## src/hw/rtl/c3ac_pkg.sv

```systemverilog
// Shared constants, types and helpers of the 3x3 convolution block.
package c3ac_pkg;

	localparam int MAX_WIDTH  = 2048;
	localparam int ADDR_W     = $clog2(MAX_WIDTH);
	localparam int CNT_W      = $clog2(MAX_WIDTH + 1);
	localparam int COEF_BITS  = 8;
	localparam int PIX_W      = 8;
	localparam int WIDTH_W    = 12;
	localparam int HEIGHT_W   = 16;
	localparam int COEF_ROW_W = 24;
	localparam int KDIM       = 3;
	localparam int MIN_DIM    = 3;
	localparam int PIX_MAX    = 255;
	localparam int TOTAL_W    = CNT_W + HEIGHT_W;
	localparam int PROD_W     = COEF_BITS + PIX_W + 1;
	localparam int SUM_W      = PROD_W + 4;

	localparam int APB_ADDR_W = 5;
	localparam int APB_DATA_W = 32;
	localparam int REG_IDX_W  = APB_ADDR_W - 2;

	localparam int RESET_WIDTH  = 640;
	localparam int RESET_HEIGHT = 480;

	typedef enum logic [REG_IDX_W-1:0] {
		REG_WIDTH    = 3'd0,
		REG_HEIGHT   = 3'd1,
		REG_COEF_TOP = 3'd2,
		REG_COEF_MID = 3'd3,
		REG_COEF_BOT = 3'd4
	} reg_idx_t;

	// Effective frame geometry and kernel as seen by the datapath.
	typedef struct packed {
		logic [CNT_W-1:0]                     width;
		logic [HEIGHT_W-1:0]                  height;
		logic [TOTAL_W-1:0]                   total;
		logic [KDIM-1:0][COEF_ROW_W-1:0]      coef;
	} cfg_t;

	// Per-item control decided when the item is taken in.
	typedef struct packed {
		logic [ADDR_W-1:0] addr;
		logic              emit;
		logic              inner;
		logic              last;
	} tag_t;

	typedef struct packed {
		logic v_s1;
		logic v_s2;
		logic byp_s1;
	} dp_stat_t;

	function automatic logic signed [COEF_BITS-1:0] coef_at(
		input logic [COEF_ROW_W-1:0] row,
		input int                    pos
	);
		coef_at = signed'(row[pos*COEF_BITS +: COEF_BITS]);
	endfunction

endpackage

```

## src/hw/rtl/c3ac_seq.sv

```systemverilog
// Column, row and output counters; classifies each accepted pixel.
module c3ac_seq import c3ac_pkg::*; (
	input  logic clk,
	input  logic arst_n,
	input  logic accept,
	input  logic sof,
	input  cfg_t cfg,
	output tag_t tag
);
	logic [ADDR_W-1:0]   col_q;
	logic [HEIGHT_W-1:0] row_q;
	logic [TOTAL_W-1:0]  oc_q;
	logic [ADDR_W-1:0]   col;
	logic [HEIGHT_W-1:0] row;
	logic [TOTAL_W-1:0]  oc;
	logic [CNT_W-1:0]    colz;
	logic                wrap;

	// A start of frame clears the counters before the item is placed.
	assign col  = sof ? '0 : col_q;
	assign row  = sof ? '0 : row_q;
	assign oc   = sof ? '0 : oc_q;
	assign colz = CNT_W'(col);
	assign wrap = (colz + CNT_W'(1)) >= cfg.width;

	assign tag.addr  = col;
	assign tag.emit  = ((row >= HEIGHT_W'(2)) || (row >= HEIGHT_W'(1) && col != '0))
		&& (oc < cfg.total);
	// The window is centered one row up and one column left of the new pixel.
	assign tag.inner = (row >= HEIGHT_W'(2)) && (row <= cfg.height - HEIGHT_W'(1))
		&& (colz >= CNT_W'(2)) && (colz <= cfg.width - CNT_W'(1));
	assign tag.last  = oc == (cfg.total - TOTAL_W'(1));

	always_ff @(posedge clk or negedge arst_n) begin
		if (!arst_n) begin
			col_q <= '0;
			row_q <= '0;
			oc_q  <= '0;
		end else if (accept) begin
			if (wrap) begin
				col_q <= '0;
				row_q <= (row != '1) ? row + HEIGHT_W'(1) : row;
			end else begin
				col_q <= col + ADDR_W'(1);
				row_q <= row;
			end
			oc_q <= tag.emit ? oc + TOTAL_W'(1) : oc;
		end
	end
endmodule

```

## config.mk

```make
export PLATFORM = sky130hd
export DESIGN_NAME = c3ac_seq
export DESIGN_NICKNAME = d
export VERILOG_FILES = /design/src/hw/rtl/c3ac_pkg.sv /design/src/hw/rtl/c3ac_seq.sv
export SDC_FILE = /design/constraint.sdc
export NUM_CORES = 1
export LEC_CHECK = 0
export BUFFER_PORTS_ARGS = -buffer_cell sky130_fd_sc_hd__buf_2
export CAP_MARGIN = 20
export CORE_MARGIN = 1.5
export CORE_UTILIZATION = 38
export CTS_BUF_LIST = sky130_fd_sc_hd__clkbuf_4 sky130_fd_sc_hd__clkbuf_8
export DETAILED_ROUTE_END_ITERATION = 10
export PLACE_DENSITY = 0.69
export SLEW_MARGIN = 20
export SYNTH_ARGS = -nofsm -noshare
export SYNTH_HDL_FRONTEND = slang
export SYNTH_SLANG_ARGS = --single-unit
```

## constraint.sdc

```tcl
create_clock -name clk -period 15.05 [get_ports clk]
set_clock_uncertainty 0.2 [all_clocks]
set_input_delay 3.7625 -clock clk [delete_from_list [all_inputs] [get_ports clk]]
set_output_delay 3.7625 -clock clk [all_outputs]
set_load 0.05 [all_outputs]
```

==> summary.md, run 1 <==
| Metric | Value |
|---|---|
| RSZ-0062 raised after global routing | `false` |
| Total wire length | `14200 um` |
| Worst slew pin tran | `1.06 ns` |
| Synth top area share | `21.7%` |
| GRT Overall Usage | `16.3%` |
| Critical Path Max Stage Delay | `0.57 ns` |
| FP Rows | `47` |
| Post-synth top area cell | `dfrtp_1` |
| # hold bufs at CTS | `0` |
| Critical-path top delay cell | `buf_4` |
| TNS Setup | `0 ns` |
| Crit. End Element | `output pin` |
| Drt first pass iters | `5` |
| 1st-iter DRT viols | `236` |
| Max_cap viols | `0` |
| NumNets Final | `1083` |
| Top post-synthesis cells by area | `dfrtp_1, ha_1, xnor2_1` |
| Die Width | `132 um` |
| Seq/Total Area, Yosys | `21.7%` |
| Overall die height | `132 um` |
| Power Total | `0.000334 W` |
| Clock Latency Late Sink | `0.31 ns` |
| Vias in the first global route | `5481` |
| Period utilisation layout | `74.2%` |
| DRC | `0` |
| Total gr overflow | `0` |
| CTS tree | `yes` |
| Slew Limit Fails | `0` |
| # setup viols final | `0` |
| Max_slew headroom | `29.1%` |
| Total CTS buffers | `5` |
| Yosys reg bits | `55` |
| Most frequent CP cell | `buf_2` |
| Most common flop cell mapped by yosys | `dfrtp_1` |
| Clk pin slew, worst setup/hold paths | `0.10 ns` |
| Synth warnings | `0` |
| Hold Vio Cnt, Final | `0` |
| Hold_ws | `0.336 ns` |
| Leakage power | `3.07 nW` |
| Fin util | `42.7%` |
| Layout cells sized above 1 | `11.3%` |
| Syn Inst Count | `817` |
| # IOs | `146` |
| Longest Clk Path Bufs | `2` |
| CP Class | `in2out` |
| Net Count, Synth | `1027` |
| Hold Crit Class | `reg2reg` |
| CP startpoint kind | `input pin` |
| Data required, critical path | `11.09 ns` |
| First-pass GRT wire length | `24500 um` |
| Initial antenna violation count | `0` |
| Power Density | `47.7 nW/um2` |
| Vias per inst | `5.25` |
| Max VDD drop | `0.0390 mV` |
| Period minus WS final | `11.17 ns` |
| Post-synth ARST share | `100%` |
| Fmax | `89.5 MHz` |
| DP Wirelength | `11200 um` |
| Antenna Cells | `0` |
| Largest net degree at the start of global routing | `77` |
| Status | `finished clean` |
| Sinks on the clock net | `55` |
| WHS Path Cells | `2` |
| Top-count cell post-synth | `nand2_1` |
| Initial cell density of the core | `38.6%` |
| Die Area | `17400 um2` |
| Max FO, Critical Path | `76` |
| Synthesized cell area | `6330 um2` |
| Routability congestion estimate | `0.867` |
| Postcts setup bufs | `0` |
| Area grow syn2layout | `10.7%` |
| Via count | `5740` |
| Port Buffer Count | `73` |
| Worst reg2reg setup slack | `10.55 ns` |
| Avg Cell Area, Syn | `7.75 um2` |
| CTS-repair resized insts | `0` |
| Data arrival, critical path | `7.21 ns` |
| CTS Root Cell | `clkbuf_8` |
| Routed wire per std cell | `12.9 um` |
| Count of distinct cell types in the synthesized netlist | `53` |
| Worst Reg-to-Reg Cells | `15` |
| Core area | `16400 um2` |
| Crit-path cells | `buf_2 -> buf_4 -> and2b_1 -> xnor3_1 -> or3_4 -> a221o_1 -> nor4_1 -> nand3_1 -> or4_1 -> nor4b_2 -> buf_2` |
| Antenna violation net count after detailed routing | `0` |
| EDFF count, synth | `0` |
| Synth cell count leaders | `nand2_1, xnor2_1, ha_1` |
| H-tree lvl count | `2` |
## worst max-delay path, delay by kind of cell
| kind | cells | cell delay, ns |
|---|---|---|
| AND/OR/NAND/NOR | 6 | 1.87 |
| buffers and inverters | 3 | 0.95 |
| XOR/XNOR | 1 | 0.33 |
| AO/OA/AOI/OAI | 1 | 0.28 |
## flip-flops by register name, summed over array words and instances, names as in the netlist
signal and cells:
row_q 16, col_q 11, oc_q 28
## logic make-up after synthesis
group | count (synthesis) | share of synthesized area, %
AND/OR/NAND/NOR | 369 | 30.6
XOR/XNOR | 106 | 14.9
AO/OA/AOI/OAI | 112 | 10.9
adder cells (fa/ha/maj) | 78 | 15.4
multiplexers | 5 | 0.850
buffers and inverters | 92 | 5.59
flip-flops | 55 | 21.7
## report_power, final
group	internal, W	switching (W)
sequential	0.000150	0.00000258
combinational	0.0000307	0.0000491
clock	0.0000502	0.0000513
## metrics by stage
step,std cells,setup slack [ns],instance area [um2]
final,1094,3.88,7010
after global placement,1086,3.87,6890
after CTS,1094,3.88,7010
after floorplan,817,3.14,6330
after detailed placement,1086,3.88,6890
after global routing,1094,3.65,7010
## per-layer routing
| layer | share of wire, % | wire, um | GRT usage, % | vias to the layer above |
|---|---|---|---|---|
| li1 | - | - | - | 2971 |
| met1 | 48 | 6870 | 22.0 | 2629 |
| met2 | 46 | 6550 | 27.8 | 122 |
| met3 | 3.6 | 506 | 1.42 | 18 |
| met4 | 1.7 | 246 | 5.00 | 0 |
| met5 | 0 | 0 | 0 | - |
## layout make-up
type                            instances  area, um2
Timing Repair Buffer                   77        395
Fill cell                            1665       9400
Clock inverter                          3       46.3
Sequential cell                        55       1380
Tap cell                              220        275
Multi-Input combinational cell        670       4610
Clock buffer                            5       68.8
Inverter                               64        240
## path summary, 6_finish.rpt
| check | from | endpoint |
|---|---|---|
| min in group asynchronous | arst_n | oc_q[25]$_DFFE_PN0P_ |
| hold reg to reg | oc_q[5]$_DFFE_PN0P_ | oc_q[5]$_DFFE_PN0P_ |
| setup reg to reg | col_q[1]$_DFFE_PN0P_ | row_q[10]$_DFFE_PN0P_ |
| hold / removal | oc_q[5]$_DFFE_PN0P_ | oc_q[5]$_DFFE_PN0P_ |
| setup / recovery | sof | tag[0] |
| max in group asynchronous | arst_n | col_q[6]$_DFFE_PN0P_ |
## cells in the final DEF (no fill, tap or decap), drive strengths merged, types with 2 or more instances in the layout
cell,n
o311ai,2
o22ai,3
dfrtp,55
o31ai,2
buf,77
nor3,33
or4,9
mux2,3
a221o,2
and4,6
nor4b,3
nand2b,10
ha,78
o211ai,6
a22o,2
xnor2,80
nor2b,48
nand4,33
a31o,2
inv,65
nand2,91
a21o,9
o21ai,41
nand3,44
a31oi,7
or3,7
nor4,17
and3,3
nor2,52
nor3b,5
and2,5
a211oi,5
mux2i,2
a21oi,25
clkbuf,5
xor2,25
(Power assumes the default switching activity.)
==> run 2: changes to the inputs <==
Settings changed: ABC_AREA from default to 1, PLACE_DENSITY 0.69 to 0.7.
Clock period 15.05 ns to 9.34 ns, I/O delays scaled along.
==> run 2 against run 1 <==
Net effect: sequential share of layout area decreased by 3.0 points; global-route usage rose by 3.4 points; largest power group unchanged; critical path type unchanged; register-to-register slack got worse by 5.5 ns; routed wire length up 39%; sequential cell count unchanged; worst setup slack got worse by 2.5 ns; final cell count increased by 46%; die area is 20% higher; combinational power increased by 61%.
==> summary.md, run 2 <==
| Metric | Value |
|---|---|
| Most frequent CP cell | `nand2_1` |
| Routed wire per std cell | `12.4 um` |
| Initial cell density of the core | `39.0%` |
| Most common flop cell mapped by yosys | `dfrtp_1` |
| H-tree lvl count | `2` |
| Seq/Total Area, Yosys | `18.1%` |
| Total wire length | `19700 um` |
| Clock Latency Late Sink | `0.32 ns` |
| Synth cell count leaders | `nand2_1, inv_1, nor2_1` |
| Power Total | `0.000542 W` |
| Avg Cell Area, Syn | `6.01 um2` |
| Post-synth top area cell | `nand2_1` |
| # setup viols final | `0` |
| Biggest registers after layout | `oc_q x28, row_q x16, col_q x11` |
| Clk pin slew, worst setup/hold paths | `0.11 ns` |
| Worst path bufs/invs | `5` |
| Critical-path top delay cell | `nor4_1` |
| Crit-path leading delay family | `simple AND/OR/NAND/NOR gates` |
| Sinks on the clock net | `55` |
| Worst slew pin tran | `0.870 ns` |
| TNS Setup | `0 ns` |
| Crit. End Element | `output pin` |
| GRT Overall Usage | `19.7%` |
| DP Wirelength | `15700 um` |
| Largest net degree at the start of global routing | `63` |
| Core area | `19500 um2` |
| Net Count, Synth | `1476` |
| Register name with the most flops | `oc_q` |
| Fmax | `126 MHz` |
| DRC | `0` |
| Die Area | `20900 um2` |
| First-pass GRT wire length | `33300 um` |
| Simple-gate portion of the synthesized area | `43.7%` |
| Post-placement cell area | `8180 um2` |
| CTS-repair resized insts | `0` |
| Max reg flops | `28` |
| Synth top area share | `18.8%` |
| Post-synth ARST share | `100%` |
| Critical Path Max Stage Delay | `0.35 ns` |
| Layout cells sized above 1 | `9.19%` |
| Synth Area in XOR/XNOR | `7.65%` |
| Status | `finished clean` |
| EDFF count, synth | `0` |
| Yosys reg bits | `55` |
| Period utilisation layout | `84.9%` |
| Port Buffer Count | `73` |
| NumNets Final | `1537` |
| Most frequent cells in the layout | `nand2_1, inv_1, nor2_1` |
| Design area | `8290 um2` |
| Top-count cell post-synth | `nand2_1` |
| Main combinational cell family by area after synthesis | `simple AND/OR/NAND/NOR gates` |
| Initial antenna violation count | `0` |
| Area grow syn2layout | `9.01%` |
| # hold bufs at CTS | `0` |
| RSZ-0062 raised after global routing | `false` |
| CTS tree | `yes` |
| Commonest non-fill, non-tap cell in the layout | `nand2_1` |
| Max_slew headroom | `42.0%` |
| Count of distinct cell types in the synthesized netlist | `37` |
| Vias in the first global route | `7318` |
| Via count | `7890` |
| Antenna violation net count after detailed routing | `0` |
| Routability congestion estimate | `0.895` |
| # IOs | `146` |
| Max FO, Critical Path | `3` |
| Overall die height | `145 um` |
| Total CTS buffers | `5` |
| 1st-iter DRT viols | `385` |
| Period minus WS final | `7.93 ns` |
| Postcts setup bufs | `0` |
| CP startpoint kind | `input pin` |
| Hold Vio Cnt, Final | `0` |
| Data required, critical path | `6.81 ns` |
| Mux cell area share after synthesis | `0%` |
| Drt first pass iters | `5` |
| Synth warnings | `0` |
| Compound-Gate Fraction of Synth Area | `5.85%` |
| Total gr overflow | `0` |
| Synthesized cell area | `7610 um2` |
| Slew Limit Fails | `0` |
| Crit-path cells | `buf_2 -> inv_1 -> ha_1 -> nand2_1 -> nor4_1 -> nand2_1 -> nor2_1 -> nand2_1 -> nor3_1 -> xor2_1 -> inv_1 -> ha_1 -> nand2_1 -> nor2_1 -> nand4_1 -> nor3_1 -> nand3_1 -> a21oi_1 -> nand3_1 -> inv_1 -> buf_2` |
| Leakage power | `4.39 nW` |
| Power Density | `65.4 nW/um2` |
| Adder-Cell Fraction of Synth Area | `12.8%` |
| Vias per inst | `4.95` |
| Antenna Cells | `0` |
| Max_cap viols | `0` |
| Longest Clk Path Bufs | `2` |
| Hold Crit Class | `reg2reg` |
| CP Class | `in2out` |
| Top post-synthesis cells by area | `nand2_1, dfrtp_1, ha_1` |
| Data arrival, critical path | `5.40 ns` |
| Max VDD drop | `0.0529 mV` |
| Syn Inst Count | `1266` |
| Die Width | `145 um` |
| CTS Root Cell | `clkbuf_8` |
| FP Rows | `51` |
-- run 2: through the flow --
| step | cells | hold slack [ns] | setup slack, ns | util [%] |
|---|---|---|---|---|
| finish | 1593 | 0.293 | 1.41 | 42.5 |
| global route | 1593 | 0.322 | 0.888 | 42.5 |
| CTS | 1593 | 0.299 | 1.35 | 42.5 |
| detailed placement | 1585 | 0.268 | 1.36 | 41.9 |
| global placement | 1585 | 0.263 | 1.38 | 41.9 |
| floorplan | 1266 | 0.249 | 1.85 | - |
-- run 2: routing by layer --
layer / up-vias / part of all wire [%] / global-route usage [%]
met2: 215 / 45 / 33.8
met4: 0 / 2.6 / 7.23
met1: 3526 / 48 / 25.8
li1: 4112 / - / -
met3: 37 / 4.8 / 1.75
met5: - / 0 / 0
-- run 2: area by class of cell --
cell class | instances | area [um2]
Clock buffer | 6 | 82.6
Clock inverter | 2 | 35.0
Fill cell | 2122 | 11200
Inverter | 201 | 754
Multi-Input combinational cell | 988 | 5330
Sequential cell | 55 | 1380
Tap cell | 265 | 332
Timing Repair Buffer | 76 | 388
-- run 2: report_power, final --
part | internal, W | switching, W | total [W]
Sequential | 0.000240 | 0.000000718 | 0.000241
Clock | 0.0000870 | 0.0000856 | 0.000173
Combinational | 0.0000413 | 0.0000874 | 0.000129
Total | 0.000368 | 0.000174 | 0.000542
-- run 2: worst paths after layout --
kind                                 startpoint               endpoint  slack [ns]  cells after the start
min in group asynchronous                arst_n   col_q[1]$_DFFE_PN0P_        1.93                      2
hold reg to reg            row_q[1]$_DFFE_PN0P_   row_q[1]$_DFFE_PN0P_        0.29                      2
max in group asynchronous                arst_n  row_q[15]$_DFFE_PN0P_        6.50                      2
setup reg to reg           col_q[1]$_DFFE_PN0P_   col_q[1]$_DFFE_PN0P_        5.10                     15
hold / removal             row_q[1]$_DFFE_PN0P_   row_q[1]$_DFFE_PN0P_        0.29                      2
setup / recovery                       cfg[100]                 tag[1]        1.41                     21
-- run 2: tightest hold or removal path, delay by kind of cell, from the launching register on --
family             cells  cell delay, ns
AOI/OAI and AO/OA      1            0.05
DFF                    1            0.36
and+or+nand+nor        1            0.05
-- run 2: logic make-up (layout without fill, tap and decap cells) --
| family | Yosys count | count (layout) |
|---|---|---|
| xor+xnor | 64 | 64 |
| simple gates | 761 | 761 |
| flops | 55 | 55 |
| compound gates | 85 | 85 |
| buf+inv | 223 | 285 |
| fa+ha+maj | 78 | 78 |
