==> src/hw/rtl/c3ac_pkg.sv <==
// Shared constants, types and helpers of the 3x3 convolution block.
package c3ac_pkg;

	localparam int MAX_WIDTH  = 2048;
	localparam int ADDR_W     = $clog2(MAX_WIDTH);
	localparam int CNT_W      = $clog2(MAX_WIDTH + 1);
	localparam int COEF_BITS  = 8;
	localparam int PIX_W      = 8;
	localparam int WIDTH_W    = 12;
	localparam int HEIGHT_W   = 16;
	localparam int COEF_ROW_W = 24;
	localparam int KDIM       = 3;
	localparam int MIN_DIM    = 3;
	localparam int PIX_MAX    = 255;
	localparam int TOTAL_W    = CNT_W + HEIGHT_W;
	localparam int PROD_W     = COEF_BITS + PIX_W + 1;
	localparam int SUM_W      = PROD_W + 4;

	localparam int APB_ADDR_W = 5;
	localparam int APB_DATA_W = 32;
	localparam int REG_IDX_W  = APB_ADDR_W - 2;

	localparam int RESET_WIDTH  = 640;
	localparam int RESET_HEIGHT = 480;

	typedef enum logic [REG_IDX_W-1:0] {
		REG_WIDTH    = 3'd0,
		REG_HEIGHT   = 3'd1,
		REG_COEF_TOP = 3'd2,
		REG_COEF_MID = 3'd3,
		REG_COEF_BOT = 3'd4
	} reg_idx_t;

	// Effective frame geometry and kernel as seen by the datapath.
	typedef struct packed {
		logic [CNT_W-1:0]                     width;
		logic [HEIGHT_W-1:0]                  height;
		logic [TOTAL_W-1:0]                   total;
		logic [KDIM-1:0][COEF_ROW_W-1:0]      coef;
	} cfg_t;

	// Per-item control decided when the item is taken in.
	typedef struct packed {
		logic [ADDR_W-1:0] addr;
		logic              emit;
		logic              inner;
		logic              last;
	} tag_t;

	typedef struct packed {
		logic v_s1;
		logic v_s2;
		logic byp_s1;
	} dp_stat_t;

	function automatic logic signed [COEF_BITS-1:0] coef_at(
		input logic [COEF_ROW_W-1:0] row,
		input int                    pos
	);
		coef_at = signed'(row[pos*COEF_BITS +: COEF_BITS]);
	endfunction

endpackage

==> src/hw/rtl/c3ac_regs.sv <==
// APB configuration registers and derived frame geometry.
module c3ac_regs import c3ac_pkg::*; (
	input  logic                  clk,
	input  logic                  arst_n,
	input  logic                  psel,
	input  logic                  penable,
	input  logic                  pwrite,
	input  logic [APB_ADDR_W-1:0] paddr,
	input  logic [APB_DATA_W-1:0] pwdata,
	output logic [APB_DATA_W-1:0] prdata,
	output logic                  pready,
	output cfg_t                  cfg
);
	logic [WIDTH_W-1:0]              width_q;
	logic [HEIGHT_W-1:0]             height_q;
	logic [KDIM-1:0][COEF_ROW_W-1:0] coef_q;
	logic [CNT_W-1:0]                w_eff;
	logic [HEIGHT_W-1:0]             h_eff;
	logic [REG_IDX_W-1:0]            idx;
	logic                            wr;

	assign pready = 1'b1;
	assign idx    = paddr[APB_ADDR_W-1:2];
	assign wr     = psel && penable && pwrite;

	always_ff @(posedge clk or negedge arst_n) begin
		if (!arst_n) begin
			width_q  <= WIDTH_W'(RESET_WIDTH);
			height_q <= HEIGHT_W'(RESET_HEIGHT);
			coef_q   <= '0;
		end else if (wr) begin
			unique case (idx)
				REG_WIDTH:    width_q   <= pwdata[WIDTH_W-1:0];
				REG_HEIGHT:   height_q  <= pwdata[HEIGHT_W-1:0];
				REG_COEF_TOP: coef_q[0] <= pwdata[COEF_ROW_W-1:0];
				REG_COEF_MID: coef_q[1] <= pwdata[COEF_ROW_W-1:0];
				REG_COEF_BOT: coef_q[2] <= pwdata[COEF_ROW_W-1:0];
				default: begin
				end
			endcase
		end
	end

	always_comb begin
		if (int'(width_q) < MIN_DIM) begin
			w_eff = CNT_W'(MIN_DIM);
		end else if (int'(width_q) > MAX_WIDTH) begin
			w_eff = CNT_W'(MAX_WIDTH);
		end else begin
			w_eff = CNT_W'(width_q);
		end
		if (int'(height_q) < MIN_DIM) begin
			h_eff = HEIGHT_W'(MIN_DIM);
		end else begin
			h_eff = height_q;
		end
	end

	always_comb begin
		unique case (idx)
			REG_WIDTH:    prdata = APB_DATA_W'(width_q);
			REG_HEIGHT:   prdata = APB_DATA_W'(height_q);
			REG_COEF_TOP: prdata = APB_DATA_W'(coef_q[0]);
			REG_COEF_MID: prdata = APB_DATA_W'(coef_q[1]);
			REG_COEF_BOT: prdata = APB_DATA_W'(coef_q[2]);
			default:      prdata = '0;
		endcase
	end

	// Pixel count of a frame, valid in the cycle right after a register write.
	assign cfg.width  = w_eff;
	assign cfg.height = h_eff;
	assign cfg.total  = TOTAL_W'(w_eff) * TOTAL_W'(h_eff);
	assign cfg.coef   = coef_q;
endmodule

==> config.mk <==
export PLATFORM = sky130hd
export DESIGN_NAME = c3ac_regs
export DESIGN_NICKNAME = d
export VERILOG_FILES = /design/src/hw/rtl/c3ac_pkg.sv /design/src/hw/rtl/c3ac_regs.sv
export SDC_FILE = /design/constraint.sdc
export NUM_CORES = 1
export LEC_CHECK = 0
export BUFFER_PORTS_ARGS = -buffer_cell sky130_fd_sc_hd__buf_4
export CORE_UTILIZATION = 49
export DETAILED_ROUTE_END_ITERATION = 7
export GPL_TIMING_DRIVEN = 0
export PLACE_DENSITY = 0.72
export SYNTH_ARGS = -nofsm -noshare
export SYNTH_HDL_FRONTEND = slang
export SYNTH_SLANG_ARGS = --single-unit
==> constraint.sdc <==
create_clock -name clk -period 9.7 [get_ports clk]
set_input_delay 0.485 -clock clk [delete_from_list [all_inputs] [get_ports clk]]
set_output_delay 0.485 -clock clk [all_outputs]
set_load 0.05 [all_outputs]
==> implementation parameters, run 1 <==
Parameter                              Value

Outcome
  Status ... complete, no violations

Clocking
  Clock transition at the registers of the reported paths ... 0.07 ns
  Clock insertion delay at the later pin of the skew report ... 0.35 ns
  Number of buffers added by the clock tree synthesis step ... 9
  Clock tree from TritonCTS ... built
  Clock Tree Buf Depth ... 2
  Count of instances resized after the clock tree is built ... 0
  Post-CTS setup buffer count ... 0
  Clock tree root buffer cell ... sky130_fd_sc_hd__clkbuf_16
  Number of clock sinks seen by CTS ... 100
  CTS H-Tree Depth ... 3
  Post-CTS Hold Fix Bufs ... 0

Critical path
  Critical path data required time ... 9.22 ns
  Crit path max-delay family ... adder cells
  Source of the worst register-to-register timing path ... width_q[11]$_DFFE_PN0P_
  Buffers plus inverters on the worst setup path ... 6
  Arrival time of the worst setup path ... 7.68 ns
  Slowest library cell on the worst path ... sky130_fd_sc_hd__fa_1
  Cell chain of the critical path ... nor4_1, nand3_1, o31ai_1, clkbuf_1, and2_0, buf_2, nand2_1, fa_1, fa_1, inv_1, fa_1, fa_1, inv_1, fa_1, inv_1, ha_1, or2_2, a21oi_1, a21oi_1, o21ai_0, a21oi_1, o41ai_1, xnor2_1, buf_4
  Setup crit start ... width_q[4]$_DFFE_PN0P_
  Crit-path max FO ... 10
  Delay of the slowest cell on the worst path ... 0.54 ns
  Most common cell type on the critical path ... sky130_fd_sc_hd__fa_1
  Category of the most critical setup path ... reg2out
  Element type at the critical path start ... flip-flop
  Endpoint class of the critical path ... output port

STA
  Total negative slack ... 0 ns
  Clock skew ... 0 ns
  Number of failing hold endpoints at the final stage ... 0
  Final count of negative-setup-slack endpoints ... 0
  Transition time of the tightest slew-check pin ... 1.25 ns
  Max frequency ... 0.123 GHz
  Fin crit share ... 84.1%
  Relative slew slack ... 15.6%
  RSZ-0062 raised after global routing ... no
  Worst path setup slack after routing ... 1.54 ns
  Min Tclk post-route ... 8.16 ns
  Fin. max-slew vios ... 0

Synth
  Predominant post-synthesis flop cell ... sky130_fd_sc_hd__dfrtp_1
  Count of flip-flops with a built-in enable after synthesis ... 0
  Cell with the most instances after synthesis ... sky130_fd_sc_hd__inv_1
  Share of synthesized registers carrying an async set or reset ... 100%
  Synth Instances ... 1114
  Register bit total from synthesis ... 100
  Post-synthesis cell type with the largest combined area ... sky130_fd_sc_hd__fa_1
  Mean instance size in the synthesized netlist ... 9.75 sq um
  Proportion of synthesized chip area in sequential cells ... 23.1%
  Area contributors post-synth ... sky130_fd_sc_hd__fa_1 26%, sky130_fd_sc_hd__dfrtp_1 22%, sky130_fd_sc_hd__mux2_2 11%
  Cell types with the highest counts after synthesis ... 182 x sky130_fd_sc_hd__inv_1, 143 x sky130_fd_sc_hd__nand2_1, 140 x sky130_fd_sc_hd__fa_1, 110 x sky130_fd_sc_hd__mux2_2, 94 x sky130_fd_sc_hd__dfrtp_1
  Share of Yosys cell area claimed by the top area cell type ... 25.8%
  Number of distinct library cell variants in the gate-level netlist after synthesis ... 55
  Cell Area, Synth ... 10900 sq um
  Number of warnings issued by yosys ... 0

Route
  Number of DRC markers after the initial detailed-route iteration ... 399
  WL per Instance ... 17.8 um
  Antenna-violating nets left ... 0
  Post-route DRC violation count ... 0
  Count of TritonRoute iterations in the first routing pass ... 5
  Vias after detailed routing ... 8521
  Via density ... 5.33
  Wirelength, routed ... 28.4 mm

Pwr
  Leakage power summed over all cells ... 6.61 nW
  Proportion of power drawn by the clock network ... 8.8%
  Sw Pwr ... 0.00233 W
  Logic pwr share ... 76.3%
  Cell internal pwr ... 0.00172 W
  Power density over the cells ... 313 nW/um^2
  Share of total power consumed by net switching ... 57.5%
  Power share of the sequential group ... 14.8%
  IR drop worst, VDD ... 0.420 mV

Placement
  # port buffers ... 181
  Hpwl dp ... 22.6 mm
  Worst slack at placement ... 2.00 ns
  RD Place Congestion ... 0.825

Die
  Total number of placement rows ... 54
  Chip width ... 151 um
  Core area ... 21800 sq um
  Effective utilization at floorplan ... 49.9%
  Number of ports placed on the die boundary ... 203
  Vertical die dimension ... 151 um
  Die area ... 22800 sq um

Finish
  Layout Utilization ... 59.4%
  Area overhead of the layout relative to synthesis ... 19.0%
  Layout cells sized above 1 ... 25.8%
  Layout Nets ... 1562
  Fill cells ... 1920

GRT
  Total overflow reported by the global router ... 0
  Via count of the first global-routing pass ... 8534
  Pin count of the biggest net entering global routing ... 101
  First-pass GRT wire length ... 45.3 mm
  Global routing usage summed across all routing layers ... 25.9%
  Initial antenna violation count ... 0

Flow run
  Number of maximum-capacitance constraint violations ... 0

Min path
  Min-delay worst type ... in2async
registers in the layout, summed over array words and instances, names as in the netlist:
name,cells
cfg,72
width_q,12
height_q,16
cell usage in the layout (no fill, tap or decap), types with 9 or more instances in the layout:
cell type                   instances
sky130_fd_sc_hd__a21oi_1           21
sky130_fd_sc_hd__a22oi_1           29
sky130_fd_sc_hd__and2_1            56
sky130_fd_sc_hd__and3_1            13
sky130_fd_sc_hd__buf_4            190
sky130_fd_sc_hd__clkbuf_1          62
sky130_fd_sc_hd__clkbuf_16          9
sky130_fd_sc_hd__conb_1             9
sky130_fd_sc_hd__dfrtp_1           94
sky130_fd_sc_hd__fa_1             140
sky130_fd_sc_hd__ha_1              66
sky130_fd_sc_hd__inv_1            182
sky130_fd_sc_hd__mux2_2           110
sky130_fd_sc_hd__mux2i_1           12
sky130_fd_sc_hd__nand2_1          143
sky130_fd_sc_hd__nor2_1            26
sky130_fd_sc_hd__nor2b_1            9
sky130_fd_sc_hd__o21ai_0           19
sky130_fd_sc_hd__o22ai_1           16
sky130_fd_sc_hd__xnor2_1           16
logic make-up (layout without fill, tap and decap cells):
group / Yosys count / after routing / synth area share (%)
simple gates: 279 / 279 / 12.2
buf+inv: 265 / 462 / 9.56
fa+ha+maj: 206 / 206 / 33.4
mux: 122 / 122 / 12.5
compound gates: 119 / 119 / 7.48
flops: 100 / 100 / 23.1
xor+xnor: 21 / 21 / 1.69
other cells: 2 / 10 / 0.0692
through the flow:
stage | instances | power, W | hold WS, ns | instance area, sq um
after detailed placement | 1582 | 0.00370 | 0.518 | 12600
after global placement | 1582 | 0.00365 | 0.509 | 12600
after CTS | 1597 | 0.00407 | 0.375 | 12900
after floorplan | 1121 | 0.00288 | 0.189 | 10900
final | 1599 | 0.00405 | 0.0344 | 12900
after global routing | 1598 | 0.00436 | 0.0492 | 12900
path summary, 6_finish.rpt:
kind / slack (ns) / end / depth (start not counted)
worst min register to register: 0.54 / cfg[44]$_DFFE_PN0P_ / 1
worst max register to register: 8.29 / width_q[11]$_DFFE_PN0P_ / 3
min in group clk: 0.38 / cfg[19]$_DFFE_PN0P_ / 2
worst min-delay path: 0.03 / cfg[0]$_DFFE_PN0P_ / 1
worst max-delay path: 1.54 / cfg[97] / 24
max in group asynchronous: 8.96 / height_q[7]$_DFFE_PN1P_ / 2
layer usage:
layer  up-vias  global-route usage, %  share of wire [%]  routed length (um)
li1       3931                      -                  -                   -
met1      4298                   36.1                 44               12500
met2       259                   42.0                 48               13800
met3        33                   5.66                6.2                1770
met4         0                   4.55                1.5                 413
met5         -                      0                  0                   0
worst register-to-register path, stage by stage, from the launching register on:
cell and delay (ns):
sky130_fd_sc_hd__dfrtp_1 0.32, sky130_fd_sc_hd__clkbuf_1 0.33, sky130_fd_sc_hd__clkbuf_1 0.46, sky130_fd_sc_hd__mux2_2 0.24
power groups by stage:
| stage | logic, W | registers, W | clock network [W] |
|---|---|---|---|
| finish | 0.00309 | 0.000600 | 0.000358 |
| global route | 0.00337 | 0.000610 | 0.000377 |
| CTS | 0.00311 | 0.000598 | 0.000359 |
| detailed placement | 0.00310 | 0.000603 | 0 |
| global placement | 0.00305 | 0.000603 | 0 |
| floorplan | 0.00211 | 0.000777 | 0 |
area by class of cell:
cell class	instances	area [sq um]	share of cell area (%)
Tap cell	280	350	2.71
Inverter	184	691	5.35
Clock buffer	12	267	2.06
Sequential cell	100	2510	19.4
Buffer	81	348	2.69
Timing Repair Buffer	182	1390	10.7
Antenna cell	1	2.50	0.0194
Clock inverter	3	28.8	0.223
Multi-Input combinational cell	756	7340	56.8
Power figures use the tool's default switching activity.
==> run 2, diff against run 1 <==
--- a/config.mk
+++ b/config.mk
@@ -5,11 +5,12 @@
 export SDC_FILE = /design/constraint.sdc
 export NUM_CORES = 1
 export LEC_CHECK = 0
+export ABC_AREA = 1
 export BUFFER_PORTS_ARGS = -buffer_cell sky130_fd_sc_hd__buf_4
 export CORE_UTILIZATION = 49
 export DETAILED_ROUTE_END_ITERATION = 7
 export GPL_TIMING_DRIVEN = 0
-export PLACE_DENSITY = 0.72
+export PLACE_DENSITY = 0.74
 export SYNTH_ARGS = -nofsm -noshare
 export SYNTH_HDL_FRONTEND = slang
 export SYNTH_SLANG_ARGS = --single-unit
==> constraint.sdc (replaced) <==
create_clock -name clk -period 7 [get_ports clk]
set_input_delay 0.35 -clock clk [delete_from_list [all_inputs] [get_ports clk]]
set_output_delay 0.35 -clock clk [all_outputs]
set_load 0.05 [all_outputs]
==> implementation parameters, run 2 <==
Parameter                              Value

Finish
  Commonest non-fill, non-tap cell in the layout ... sky130_fd_sc_hd__nand2_1
  Flip-flop count of the largest register, all copies and words added ... 72
  Fill cells ... 2115
  Layout Utilization ... 59.2%
  Layout Nets ... 1975
  Commonest cells after routing, fill and taps aside ... 499 x sky130_fd_sc_hd__nand2_1, 321 x sky130_fd_sc_hd__inv_1, 199 x sky130_fd_sc_hd__buf_4
  Area occupied by multi-input gates ... 7140 sq um
  Count of inserted antenna diode cells ... 0
  Area overhead of the layout relative to synthesis ... 18.6%
  Combined flip-flop and latch cell area ... 2510 sq um
  Non-filler cells, final ... 2017
  Final Instance Area ... 13400 sq um
  Layout cells sized above 1 ... 15.5%

Synth
  Number of distinct library cell variants in the gate-level netlist after synthesis ... 35
  Cell Area, Synth ... 11300 sq um
  Share of Yosys cell area claimed by the top area cell type ... 24.9%
  Synth Instances ... 1525
  Number of warnings issued by yosys ... 0
  Share of synthesized registers carrying an async set or reset ... 100%
  Register bit total from synthesis ... 100
  Count of flip-flops with a built-in enable after synthesis ... 0
  Cell with the most instances after synthesis ... sky130_fd_sc_hd__nand2_1
  Proportion of synthesized chip area in sequential cells ... 22.3%
  Predominant post-synthesis flop cell ... sky130_fd_sc_hd__dfrtp_1
  Mean instance size in the synthesized netlist ... 7.39 sq um
  Area contributors post-synth ... sky130_fd_sc_hd__fa_1 25%, sky130_fd_sc_hd__dfrtp_1 21%, sky130_fd_sc_hd__nand2_1 17%
  Post-synthesis cell type with the largest combined area ... sky130_fd_sc_hd__fa_1
  Cell types with the highest counts after synthesis ... 499 x sky130_fd_sc_hd__nand2_1, 321 x sky130_fd_sc_hd__inv_1, 140 x sky130_fd_sc_hd__fa_1, 94 x sky130_fd_sc_hd__dfrtp_1, 93 x sky130_fd_sc_hd__nor2_1

STA
  Fin crit share ... 93.3%
  Number of failing hold endpoints at the final stage ... 6
  Clock skew ... 0 ns
  Worst hold slack after final layout ... -0.00442 ns
  Min Tclk post-route ... 6.53 ns
  Max frequency ... 0.153 GHz
  Relative slew slack ... 57.3%
  Transition time of the tightest slew-check pin ... 0.640 ns
  Total negative slack ... 0 ns
  Final count of negative-setup-slack endpoints ... 0
  Fin. max-slew vios ... 0
  RSZ-0062 raised after global routing ... no

Critical path
  Category of the most critical setup path ... reg2out
  Most common cell type on the critical path ... sky130_fd_sc_hd__nand2_1
  Flop2flop setup slack ... 5.68 ns
  Arrival time of the worst setup path ... 6.18 ns
  Element type at the critical path start ... flip-flop
  Critical path data required time ... 6.65 ns
  Slowest library cell on the worst path ... sky130_fd_sc_hd__fa_1
  Source of the worst register-to-register timing path ... height_q[8]$_DFFE_PN1P_
  Reg-to-reg endpoint ... height_q[8]$_DFFE_PN1P_
  Crit-path max FO ... 10
  Endpoint class of the critical path ... output port
  Number of cell instances on the worst register-to-register path ... 3
  Delay of the slowest cell on the worst path ... 0.54 ns

Clocking
  Number of clock sinks seen by CTS ... 100
  Clock tree root buffer cell ... sky130_fd_sc_hd__clkbuf_16
  CTS H-Tree Depth ... 3
  Number of buffers added by the clock tree synthesis step ... 9
  Post-CTS Hold Fix Bufs ... 0
  Clock transition at the registers of the reported paths ... 0.07 ns
  Clock Tree Buf Depth ... 2
  Clock insertion delay at the later pin of the skew report ... 0.34 ns
  Clock tree from TritonCTS ... built

Route
  Count of TritonRoute iterations in the first routing pass ... 5
  WL per Instance ... 16.4 um
  Wirelength, routed ... 33.1 mm
  Antenna-violating nets left ... 0
  Vias after detailed routing ... 10445
  Met2 WL ... 16.4 mm
  Routed length on met3 ... 2.74 mm
  Number of DRC markers after the initial detailed-route iteration ... 629
  Post-route DRC violation count ... 0
  Top layer reached by signal wires ... met4
  Post-Route M1 WL ... 12.9 mm
  Via density ... 5.18

Pwr
  Leakage power summed over all cells ... 7.53 nW
  Power density over the cells ... 343 nW/um^2
  Pwr Total ... 0.00459 W
  IR drop worst, VDD ... 0.361 mV

Die
  Vertical die dimension ... 154 um
  Die area ... 23600 sq um
  Total number of placement rows ... 55
  Core area ... 22600 sq um
  Chip width ... 154 um
  Effective utilization at floorplan ... 49.9%
  Number of ports placed on the die boundary ... 203

Placement
  Cell count after placement ... 2000
  # port buffers ... 183
  Post-Place Cell Area ... 13000 sq um
  RD Place Congestion ... 0.942
  Hpwl dp ... 27.5 mm

Min path
  Min-delay worst type ... in2async

Outcome
  Status ... finished, violations left
  Violations in the final reports ... hold timing

GRT
  Via count of the first global-routing pass ... 10709
  Initial antenna violation count ... 0
  Pin count of the biggest net entering global routing ... 101
  Total overflow reported by the global router ... 0
  Global routing usage summed across all routing layers ... 29.1%
  First-pass GRT wire length ... 54.2 mm

Flow run
  Number of maximum-capacitance constraint violations ... 0
## run 2: cell count changes after synthesis, sizes merged, moves of 58 or more
cell   change
inv      +149
nor2      +67
and2      -58
mux2     -110
o21ai     +79
nand2    +364
## run 2: stage by stage
| stage | hold slack, ns | worst slack [ns] |
|---|---|---|
| 3_5_place_dp | 0.503 | 0.796 |
| 3_3_place_gp | 0.496 | 0.829 |
| 5_1_grt | 0.0472 | 0.00893 |
| 2_1_floorplan | 0.0544 | 0.785 |
| 4_1_cts | 0.271 | 0.400 |
| 6_report | -0.00442 | 0.472 |
## run 2: cells by family after synthesis
group	count (synthesis)	share of synthesized area, %
XOR/XNOR	13	1.01
AND/OR/NAND/NOR	667	23.6
other	2	0.0666
buffers and inverters	407	14.6
AO/OA/AOI/OAI	130	6.23
adder cells (fa/ha/maj)	206	32.2
flip-flops	100	22.3
## run 2: cell type report
| cell class | count | area share, % |
|---|---|---|
| buffer | 76 | 3.05 |
| clock buffer | 10 | 1.79 |
| clock inverter | 6 | 0.580 |
| inverter | 331 | 9.30 |
| multi-input combinational | 1025 | 53.4 |
| sequential | 100 | 18.8 |
| tap | 285 | 2.67 |
| timing repair buffer | 184 | 10.5 |
## run 2: what timing repair did
item	4_1_cts	5_1_grt
buffers inserted	0	0
gates resized for setup	0	1
hold endpoints to repair	0	0
endpoints found under the setup margin	0	1
## run 2: worst max path at each step
stage | startpoint | end | slack, ns
after global placement | height_q[13]$_DFFE_PN0P_ | cfg[94] | 0.83
after floorplan | width_q[4]$_DFFE_PN0P_ | cfg[91] | 0.78
after global routing | width_q[4]$_DFFE_PN0P_ | cfg[94] | 0.009
after CTS | width_q[1]$_DFFE_PN0P_ | cfg[94] | 0.40
after detailed placement | width_q[1]$_DFFE_PN0P_ | cfg[94] | 0.80
final | width_q[1]$_DFFE_PN0P_ | cfg[93] | 0.47
## run 2: power by group
group	internal (W)	switching, W	leakage [nW]
Combinational	0.000974	0.00228	6.09
Clock	0.000294	0.000231	0.153
Sequential	0.000690	0.000124	1.28
Total	0.00196	0.00263	7.53
## run 2: worst max-delay path, delay by kind of cell, from the launching register on
kind                       cells  cell delay (ns)
adders and majority gates      6             2.98
and+or+nand+nor               15             1.65
DFF                            1             0.43
buffers and inverters          7             0.75
## run 2: layer usage
metal | global-route usage, % | vias to the layer above
met1 | 35.5 | 5036
li1 | - | 4897
met2 | 51.1 | 447
met4 | 10.8 | 0
met3 | 5.61 | 65
met5 | 0 | -
==> run 3, diff against run 2 <==
--- a/config.mk
+++ b/config.mk
@@ -7,7 +7,9 @@
 export LEC_CHECK = 0
 export ABC_AREA = 1
 export BUFFER_PORTS_ARGS = -buffer_cell sky130_fd_sc_hd__buf_4
+export CORE_MARGIN = 2
 export CORE_UTILIZATION = 49
+export CTS_BUF_LIST = sky130_fd_sc_hd__clkbuf_8
 export DETAILED_ROUTE_END_ITERATION = 7
 export GPL_TIMING_DRIVEN = 0
 export PLACE_DENSITY = 0.74
==> implementation parameters, run 3 (synthesis results as in run 2) <==
Parameter                              Value

STA
  Total negative slack ... 0 ns
  RSZ-0062 raised after global routing ... no
  Final count of negative-setup-slack endpoints ... 0
  Max frequency ... 0.151 GHz
  Number of failing hold endpoints at the final stage ... 0
  Fin. max-slew vios ... 0
  Transition time of the tightest slew-check pin ... 1.25 ns
  Min Tclk post-route ... 6.61 ns
  Relative slew slack ... 16.6%
  Fin crit share ... 94.4%
  Clock skew ... 0 ns

Finish
  Count of inserted antenna diode cells ... 0
  Area overhead of the layout relative to synthesis ... 17.5%
  Commonest non-fill, non-tap cell in the layout ... sky130_fd_sc_hd__nand2_1
  Layout Nets ... 1974
  Non-filler cells, final ... 2016
  Layout cells sized above 1 ... 15.5%
  Commonest cells after routing, fill and taps aside ... 499 x sky130_fd_sc_hd__nand2_1, 321 x sky130_fd_sc_hd__inv_1, 199 x sky130_fd_sc_hd__buf_4
  Flip-flop count of the largest register, all copies and words added ... 72

Pwr
  IR drop worst, VDD ... 0.353 mV
  Leakage power summed over all cells ... 7.46 nW
  Pwr Total ... 0.00447 W
  Power density over the cells ... 337 nW/um^2

Clocking
  Post-CTS setup buffer count ... 0
  Clock insertion delay at the later pin of the skew report ... 0.38 ns
  CTS H-Tree Depth ... 3
  Clock tree from TritonCTS ... built
  Number of buffers added by the clock tree synthesis step ... 9
  Clock transition at the registers of the reported paths ... 0.11 ns
  Clock Tree Buf Depth ... 2
  Number of clock sinks seen by CTS ... 100
  Post-CTS Hold Fix Bufs ... 0
  Clock tree root buffer cell ... sky130_fd_sc_hd__clkbuf_8

Placement
  Cell count after placement ... 2000
  Hpwl dp ... 27.3 mm
  # port buffers ... 183
  RD Place Congestion ... 0.927

GRT
  Initial antenna violation count ... 0
  First-pass GRT wire length ... 54.3 mm
  Global routing usage summed across all routing layers ... 28.5%
  Pin count of the biggest net entering global routing ... 101
  Via count of the first global-routing pass ... 10636
  Total overflow reported by the global router ... 0

Outcome
  Status ... complete, no violations

Critical path
  Crit-path max FO ... 10
  Reg-to-reg endpoint ... height_q[5]$_DFFE_PN1P_
  Element type at the critical path start ... flip-flop
  Arrival time of the worst setup path ... 6.26 ns
  Critical path data required time ... 6.65 ns
  Source of the worst register-to-register timing path ... height_q[5]$_DFFE_PN1P_
  Flop2flop setup slack ... 5.69 ns
  Number of cell instances on the worst register-to-register path ... 3
  Category of the most critical setup path ... reg2out
  Endpoint class of the critical path ... output port

Die
  Die area ... 24200 sq um
  Chip width ... 156 um
  Core area ... 22600 sq um
  Total number of placement rows ... 55
  Effective utilization at floorplan ... 49.8%
  Number of ports placed on the die boundary ... 203
  Vertical die dimension ... 156 um

Route
  Via density ... 5.16
  Number of DRC markers after the initial detailed-route iteration ... 683
  Count of TritonRoute iterations in the first routing pass ... 6
  Antenna-violating nets left ... 0
  Vias after detailed routing ... 10403
  WL per Instance ... 16.4 um
  Wirelength, routed ... 33.1 mm
  Post-route DRC violation count ... 0

Flow run
  Number of maximum-capacitance constraint violations ... 0

Min path
  Min-delay worst type ... in2async
## run 3: cell count changes in the layout (fill, tap and decap cells not counted), sizes merged
cell | previous run | this run
clkinvlp | 1 | 2
clkinv | 2 | 3
buf | 219 | 218
inv | 333 | 331
## run 3: worst max path at each step
stage                             start  endpoint
4_1_cts        height_q[15]$_DFFE_PN0P_   cfg[94]
5_1_grt          width_q[0]$_DFFE_PN0P_   cfg[94]
6_report       height_q[15]$_DFFE_PN0P_   cfg[93]
3_3_place_gp   height_q[13]$_DFFE_PN0P_   cfg[94]
3_5_place_dp   height_q[15]$_DFFE_PN0P_   cfg[94]
2_1_floorplan    width_q[4]$_DFFE_PN0P_   cfg[91]
## run 3: layer usage
| layer | track usage, % | routed length, um | vias to the layer above |
|---|---|---|---|
| met1 | 35.4 | 13300 | 5028 |
| li1 | - | - | 4883 |
| met3 | 5.50 | 2560 | 68 |
| met2 | 49.1 | 16100 | 424 |
| met5 | 0 | 0 | - |
| met4 | 11.0 | 1140 | 0 |
## run 3: per-stage QoR
step           setup slack, ns  instance area [sq um]  hold WS, ns  util (%)
2_1_floorplan            0.785                  11300       0.0544         -
6_report                 0.394                  13200        0.217      58.5
4_1_cts                  0.281                  13200        0.229      58.5
3_3_place_gp             0.813                  13000        0.495      57.5
3_5_place_dp             0.723                  13000        0.504      57.5
5_1_grt                 0.0830                  13200        0.245      58.5
## run 3: repair_timing
item / 4_1_cts / 5_1_grt
gates resized for setup: 0 / 3
endpoints found under the hold margin: 0 / 0
setup endpoints to repair: 0 / 1
## run 3: final cells by class
cell class	instances	area, sq um
fill	2113	9400
multi-input combinational	1025	7140
sequential	100	2510
timing repair buffer	183	1370
inverter	331	1240
buffer	76	408
tap	285	357
clock buffer	10	138
clock inverter	6	70.1
## run 3: worst max-delay path: stages (launching register included)
cell and delay [ns]:
sky130_fd_sc_hd__dfrtp_1 0.37, sky130_fd_sc_hd__buf_2 0.20, sky130_fd_sc_hd__nor4_1 0.36, sky130_fd_sc_hd__nand3_1 0.26, sky130_fd_sc_hd__nand2_1 0.31, sky130_fd_sc_hd__nand2_1 0.11, sky130_fd_sc_hd__fa_1 0.47, sky130_fd_sc_hd__fa_1 0.57
sky130_fd_sc_hd__inv_1 0.06, sky130_fd_sc_hd__fa_1 0.53, sky130_fd_sc_hd__fa_1 0.56, sky130_fd_sc_hd__inv_1 0.06, sky130_fd_sc_hd__fa_1 0.53, sky130_fd_sc_hd__inv_1 0.04, sky130_fd_sc_hd__ha_1 0.35, sky130_fd_sc_hd__nand2_1 0.12
sky130_fd_sc_hd__nor2_1 0.28, sky130_fd_sc_hd__nand3_1 0.13, sky130_fd_sc_hd__nand3_1 0.14, sky130_fd_sc_hd__nand2_1 0.09, sky130_fd_sc_hd__nand2_1 0.06, sky130_fd_sc_hd__nand2_1 0.04, sky130_fd_sc_hd__nand2_1 0.05, sky130_fd_sc_hd__buf_4 0.19
## run 3: power breakdown
part	switching, W	leakage (nW)	total, W	internal [W]
sequential	0.000122	1.28	0.000811	0.000689
combinational	0.00229	6.08	0.00326	0.000974
clock	0.000217	0.101	0.000396	0.000178
